$ cat config.mk
export PLATFORM = sky130hd
export DESIGN_NAME = protobuf_scalar_value_encoder_unit
export DESIGN_NICKNAME = d
export VERILOG_FILES = /design/src/design/pbenc_pkg.sv /design/src/design/protobuf_scalar_value_encoder_unit.sv
export SDC_FILE = /design/constraint.sdc
export NUM_CORES = 1
export LEC_CHECK = 0
export BUFFER_PORTS_ARGS = -buffer_cell sky130_fd_sc_hd__buf_2
export CORE_MARGIN = 8
export CORE_UTILIZATION = 50
export DETAILED_ROUTE_END_ITERATION = 10
export PLACE_DENSITY = 0.75
export SLEW_MARGIN = 20
export SYNTH_ARGS = -nofsm -noshare
export SYNTH_HDL_FRONTEND = slang
export SYNTH_SLANG_ARGS = --single-unit
$ cat constraint.sdc
create_clock -name clock -period 5.5 [get_ports clock]
set_input_delay 0.275 -clock clock [delete_from_list [all_inputs] [get_ports clock]]
set_output_delay 0.275 -clock clock [all_outputs]
set_load 0.1 [all_outputs]
$ cat src/design/pbenc_pkg.sv
// ----------------------------------------------------------------------------
// pbenc_pkg
// Shared types and constants for the protobuf scalar value encoder.
// ----------------------------------------------------------------------------
package pbenc_pkg;

   // kind selector codes
   localparam logic [2:0] FUNC_INT32  = 3'd0;
   localparam logic [2:0] FUNC_UINT32 = 3'd1;
   localparam logic [2:0] FUNC_VAR64  = 3'd2;
   localparam logic [2:0] FUNC_BOOL   = 3'd3;
   localparam logic [2:0] FUNC_LE32   = 3'd4;
   localparam logic [2:0] FUNC_LE64   = 3'd5;
   localparam logic [2:0] FUNC_BYTE   = 3'd6;
   localparam logic [2:0] FUNC_UNUSED = 3'd7;

   localparam int unsigned BUFFER_BYTES_DEFAULT = 65536;
   localparam int unsigned OFFSET_REACH         = 65536;

   localparam int unsigned SIZE_WIDTH   = 17;
   localparam int unsigned OFFSET_WIDTH = 16;

   localparam logic [6:0] VARINT_MASK = 7'h7f;
   localparam logic [7:0] BYTE_MASK   = 8'hff;

   typedef struct packed {
      logic [2:0]  func;
      logic [63:0] value;
   } req_payload_type;

   typedef struct packed {
      logic [7:0]              byte_value;
      logic [OFFSET_WIDTH-1:0] byte_offset;
      logic                    dropped;
      logic                    last;
      logic [SIZE_WIDTH-1:0]   space_left;
   } rsp_payload_type;

   typedef enum logic {
      ST_IDLE,
      ST_EMIT
   } state_type;

   typedef enum logic {
      MODE_VARINT,
      MODE_RAW
   } mode_type;

endpackage

$ cat src/design/protobuf_scalar_value_encoder_unit.sv
// ----------------------------------------------------------------------------
// protobuf_scalar_value_encoder_unit
// Turns one scalar per transaction into its protobuf wire bytes, one result
// transaction per byte, and tracks the write position in the output buffer.
// An accepted transaction is loaded into a 64-bit shift register, which is
// then shifted out one varint group (7 bits) or one raw byte per cycle while
// rsp_stall does not hold the output register: 1 byte for bool and raw byte,
// 4 for le32, 8 for le64, 1 to 5 for positive int32 and uint32, 1 to 10 for
// 64-bit varints and always 10 for negative int32. The input is stalled
// until the last byte of an item has been shifted out. The shift register
// serves one item at a time; the next item is taken in the cycle after the
// last byte of the current one moves into the output register. A selector
// of 7 is taken without leaving the idle state and yields no bytes.
// Writing the size register (accepted only while no item is being shifted
// out) clears the write position. Once the position reaches the buffer size,
// bytes come out flagged as dropped with offset and space 0.
// ----------------------------------------------------------------------------
module protobuf_scalar_value_encoder_unit
   import pbenc_pkg::*;
#(
   parameter int unsigned BUFFER_BYTES = BUFFER_BYTES_DEFAULT
) (
   input  logic                  clock,
   input  logic                  reset,
   input  logic                  req_valid,
   output logic                  req_stall,
   input  req_payload_type       req_data,
   output logic                  rsp_valid,
   input  logic                  rsp_stall,
   output rsp_payload_type       rsp_data,
   input  logic                  csr_valid,
   output logic                  csr_ready,
   input  logic [SIZE_WIDTH-1:0] csr_data
);

   localparam logic [SIZE_WIDTH-1:0] SIZE_LIMIT = (BUFFER_BYTES > OFFSET_REACH) ?
      SIZE_WIDTH'(OFFSET_REACH) : SIZE_WIDTH'(BUFFER_BYTES);

   state_type             state_ff, state_in;
   mode_type              mode_ff, mode_in;
   logic [63:0]           data_ff, data_in;
   logic [3:0]            count_ff, count_in;
   logic [SIZE_WIDTH-1:0] size_ff, size_in;
   logic [SIZE_WIDTH-1:0] pos_ff, pos_in;
   logic                  rsp_valid_ff, rsp_valid_in;
   rsp_payload_type       rsp_data_ff, rsp_data_in;

   logic                  req_take;
   logic                  csr_take;
   logic                  load_known;
   logic                  emit;
   logic                  emit_last;
   logic [7:0]            emit_byte;
   logic                  full;
   logic [SIZE_WIDTH-1:0] pos_next;

   assign req_take = req_valid && !req_stall;
   assign csr_take = csr_valid && csr_ready;
   assign load_known = (req_data.func != FUNC_UNUSED);
   assign emit = (state_ff == ST_EMIT) && (!rsp_valid_ff || !rsp_stall);
   assign full = (pos_ff >= size_ff);
   assign pos_next = pos_ff + 1'b1;

   // next state
   always_comb begin
      state_in = state_ff;
      case (state_ff)
         ST_IDLE: begin
            if (req_take && load_known) begin
               state_in = ST_EMIT;
            end
         end
         ST_EMIT: begin
            if (emit && emit_last) begin
               state_in = ST_IDLE;
            end
         end
         default: state_in = ST_IDLE;
      endcase
   end

   // outputs and datapath
   always_comb begin
      req_stall = (state_ff != ST_IDLE);
      csr_ready = (state_ff == ST_IDLE);

      case (mode_ff)
         MODE_VARINT: begin
            emit_last = ~|data_ff[63:7];
            emit_byte = {~emit_last, data_ff[6:0] & VARINT_MASK};
         end
         MODE_RAW: begin
            emit_last = (count_ff == 4'd1);
            emit_byte = data_ff[7:0] & BYTE_MASK;
         end
         default: begin
            emit_last = 1'b1;
            emit_byte = data_ff[7:0];
         end
      endcase

      mode_in  = mode_ff;
      data_in  = data_ff;
      count_in = count_ff;
      if (req_take) begin
         case (req_data.func)
            FUNC_INT32: begin
               mode_in  = MODE_VARINT;
               count_in = 4'd0;
               data_in  = {{32{req_data.value[31]}}, req_data.value[31:0]};
            end
            FUNC_UINT32: begin
               mode_in  = MODE_VARINT;
               count_in = 4'd0;
               data_in  = {32'd0, req_data.value[31:0]};
            end
            FUNC_VAR64: begin
               mode_in  = MODE_VARINT;
               count_in = 4'd0;
               data_in  = req_data.value;
            end
            FUNC_BOOL: begin
               mode_in  = MODE_RAW;
               count_in = 4'd1;
               data_in  = {63'd0, |req_data.value};
            end
            FUNC_LE32: begin
               mode_in  = MODE_RAW;
               count_in = 4'd4;
               data_in  = {32'd0, req_data.value[31:0]};
            end
            FUNC_LE64: begin
               mode_in  = MODE_RAW;
               count_in = 4'd8;
               data_in  = req_data.value;
            end
            FUNC_BYTE: begin
               mode_in  = MODE_RAW;
               count_in = 4'd1;
               data_in  = {56'd0, req_data.value[7:0]};
            end
            default: begin
               mode_in  = mode_ff;
               count_in = count_ff;
               data_in  = data_ff;
            end
         endcase
      end else if (emit) begin
         if (mode_ff == MODE_VARINT) begin
            data_in = {7'd0, data_ff[63:7]};
         end else begin
            data_in  = {8'd0, data_ff[63:8]};
            count_in = count_ff - 4'd1;
         end
      end

      size_in = size_ff;
      pos_in  = pos_ff;
      if (csr_take) begin
         size_in = (csr_data > SIZE_LIMIT) ? SIZE_LIMIT : csr_data;
         pos_in  = '0;
      end else if (emit && !full) begin
         pos_in = pos_next;
      end

      rsp_valid_in = rsp_valid_ff;
      rsp_data_in  = rsp_data_ff;
      if (emit) begin
         rsp_valid_in           = 1'b1;
         rsp_data_in.byte_value = emit_byte;
         rsp_data_in.last       = emit_last;
         rsp_data_in.dropped    = full;
         if (full) begin
            rsp_data_in.byte_offset = '0;
            rsp_data_in.space_left  = '0;
         end else begin
            rsp_data_in.byte_offset = pos_ff[OFFSET_WIDTH-1:0];
            rsp_data_in.space_left  = size_ff - pos_next;
         end
      end else if (rsp_valid_ff && !rsp_stall) begin
         rsp_valid_in = 1'b0;
      end
   end

   always_ff @(posedge clock) begin
      if (reset) begin
         state_ff     <= ST_IDLE;
         size_ff      <= SIZE_LIMIT;
         pos_ff       <= '0;
         rsp_valid_ff <= 1'b0;
         count_ff     <= '0;
         mode_ff      <= MODE_RAW;
      end else begin
         state_ff     <= state_in;
         size_ff      <= size_in;
         pos_ff       <= pos_in;
         rsp_valid_ff <= rsp_valid_in;
         count_ff     <= count_in;
         mode_ff      <= mode_in;
      end
   end

   always_ff @(posedge clock) begin
      data_ff     <= data_in;
      rsp_data_ff <= rsp_data_in;
   end

   assign rsp_valid = rsp_valid_ff;
   assign rsp_data  = rsp_data_ff;

endmodule

==> impl_results.md <==
- Initial Util: 51.13%
- Ant diodes: 0
- Cts hold-fix bufs: 0
- Reg2reg setup slack: 1.90 ns
- Reg2Reg Depth: 14
- Clock latency on the worst-skew pair: 0.42 ns
- Max IR drop VDD: 241.2 µV
- Share of the synthesized area in the top cell type: 39.56%
- Die width: 143.5 µm
- Synth Flop Type: edfxtp_1
- Setup crit end kind: flop
- Worst rel slew slack: 32.18%
- Final Util: between 60% and 70%
- Pre-antenna DRT Iters: 5
- Post-route antenna net violation count: 0
- CTS Sinks: ~150
- Reg2reg start: pos_ff[2]$_SDFFE_PP0P_
- DR DRC count: 0
- Worst Path Arrival: around 3.8 ns
- Initial antenna violation count: 0
- Min-Delay Path Depth: 3
- Routed length per instance: 17.57 µm
- Setup Skew: between 0.009 and 0.01 ns
- Post-CTS setup buffers: 0
- Synth Register Bits: around 150
- Final hold violation count: 0
- Most frequent cells in the layout: buf_2, edfxtp_1, nor2_1
- Vias: 6500
- Worst Hold Path EP: size_ff[5]$_SDFFE_PP0P_
- RSZ-0062 raised after global routing: no
- Fin cells: 1139
- R2r endpoint: rsp_data[15]$_SDFFCE_PP0P_
- Largest net degree at the start of global routing: 73
- Routability cong.: 0.8373
- Minimum clock period after layout: about 3.6 ns
- CP startpoint kind: flop
- CTS tree: yes
- Seq/Total Area, Yosys: approximately 50%
- F_max: 277.4 MHz
- Syn nets: 914
- Place WS: 1.865 ns
- CP Launch Point: pos_ff[2]$_SDFFE_PP0P_
- Die ar.: 20580 µm²
- CTS H-tree depth: 4
- Hold_sp: csr_data[5]
- Yosys top cell by area: edfxtp_1
- Synthesis Warnings: 0
- Maxcap violations: 0
- IO Count: around 140
- Least-Margin Pin Slew: 1.013 ns
- Largest cells by area after synthesis: edfxtp_1, dfxtp_1, mux2i_1
- Share of cells above drive strength 1: between 20% and 30%
- Slack of the critical path: 1.895 ns
- Clock-pin slew on the worst setup and hold paths: 0.06 ns
- Setup violators final: 0
- Root Buffer: clkbuf_16
- Placed cells: between 1000 and 1500
- Core Area: 15890 µm²
- FP Rows: 46
- P_leak: 0.003935 µW
- Post-DR vias/cell: 5.707
- DRT iter0 DRCs: 465
- Number of gates resized after cts: 0
- Total Routed Length: 20020 µm
- Cells after synthesis: ~800
- Power Density: 346.8 nW/µm²
- Final #Nets: between 1000 and 1500
- FILL cells: about 1300
- P&R area growth vs syn: 17.59%
- Final Cycle Share: 65.54%
- Outcome: completed
- Clk buf depth: 2
- Critical path class: flop to flop
- Port bufs: 134
- Pins over their slew limit: 0
- Setup TNS: 0 ns
- Syn avg cell area: 10.22 µm²
- Worst-case hold slack: about 0.073 ns
- Gr usage total: between 10% and 20%
- Most common cell after layout, fill and taps aside: buf_2
- Worst endpoint required time: between 5 and 6 ns
- HP Class: input pin to flop
- Die Y: 143.5 µm
- Post-synth EDFFs: about 110
- Congestion Overflow GR: 0
- Vias in the first global route: 6199
- Yosys cell types: 60
- Post-DP HPWL: 14440 µm
- Num CTS Buffers: 17
- Asr flop ratio synth: 0%
- Synth Cell Area: about 8100 µm²
- First-pass GRT wire length: between 30000 and 40000 µm
- Critical Path Fanout Max: 7
[routing by layer]
metal	vias up	global-route usage, %	wire [µm]
met3	22	4.977	1510
met2	256	31.56	9421
met5	-	0	0
li1	3183	-	-
met4	0	6.364	333
met1	3039	25.48	8751
[worst max-delay path: stages (launching register included)]
cell       delay (ns)
dfxtp_1          0.50
and3_1           0.26
and3_1           0.21
xnor2_1          0.14
ha_1             0.24
nor3_1           0.07
nor2_1           0.10
o41ai_1          0.09
maj3_1           0.43
o221ai_1         0.19
nand2_1          0.12
a2111oi_1        0.54
o32a_1           0.26
xnor2_1          0.11
nor2_1           0.06
[where the power goes]
| group | internal, µW | switching [µW] |
|---|---|---|
| clock network | 680 | 464 |
| logic | 206 | 517 |
| registers | 1370 | 79.1 |
[cell usage after synthesis (all sizes together) (2+ instances only)]
cell type  instances
o21ai             53
nor2              70
nor3              13
nor3b              3
mux2i             57
ha                29
clkbuf            35
o21a               8
a21o               7
o22ai              8
a21oi             50
inv               30
a31oi              5
maj3               4
buf                8
nor4              37
a2111oi            2
a211o              2
and2              16
nor2b              4
o21bai             3
and3              10
nand2             56
xor2              17
edfxtp           107
xnor2             28
dfxtp             41
nand3             27
or2                3
nand2b             3
nand4             13
a211oi            29
a31o               2
[worst max path at each step]
| stage | end | slack [ns] | cells after the start |
|---|---|---|---|
| 3_5_place_dp | rsp_data[15]$_SDFFCE_PP0P_ | 1.87 | 14 |
| 4_1_cts | rsp_data[15]$_SDFFCE_PP0P_ | 1.87 | 14 |
| 2_1_floorplan | data_ff[0]$_DFFE_PP_ | 0.12 | 4 |
| 5_1_grt | pos_ff[11]$_SDFFE_PP0P_ | 1.58 | 13 |
| 6_report | rsp_data[15]$_SDFFCE_PP0P_ | 1.90 | 14 |
| 3_3_place_gp | pos_ff[8]$_SDFFE_PP0P_ | 1.62 | 13 |
[cell families after synthesis]
logic type / after synthesis / share of synthesized area [%]
simple gates: 260 / 16.20
compound gates: 177 / 13.29
flops: 148 / 49.66
buf+inv: 73 / 3.389
mux: 57 / 7.024
xor+xnor: 46 / 5.222
fa+ha+maj: 34 / 5.206
[flip-flops by register name (all words and copies together), names as in the netlist]
signal and flops:
data_ff 64, rsp_data 43, pos_ff 17, size_ff 17, count_ff 4, mode_ff 1, req_stall 1, rsp_valid 1
[metrics by stage]
stage               total power (µW)  instance area [µm²]
floorplan                       2011                 8123
global placement                2176                 8965
detailed placement              2188                 8967
CTS                             3333                 9545
global route                    3446                 9552
finish                          3313                 9552
[area by class of cell]
type | instances | area, µm² | area share (%)
Tap cell | 216 | 270.3 | 2.829
Clock buffer | 20 | 446.7 | 4.676
Multi-Input combinational cell | 574 | 3847 | 40.28
Inverter | 30 | 112.6 | 1.179
Sequential cell | 148 | 4035 | 42.25
Clock inverter | 12 | 131.4 | 1.375
Timing Repair Buffer | 139 | 708.2 | 7.414
(Power assumes the default switching activity.)
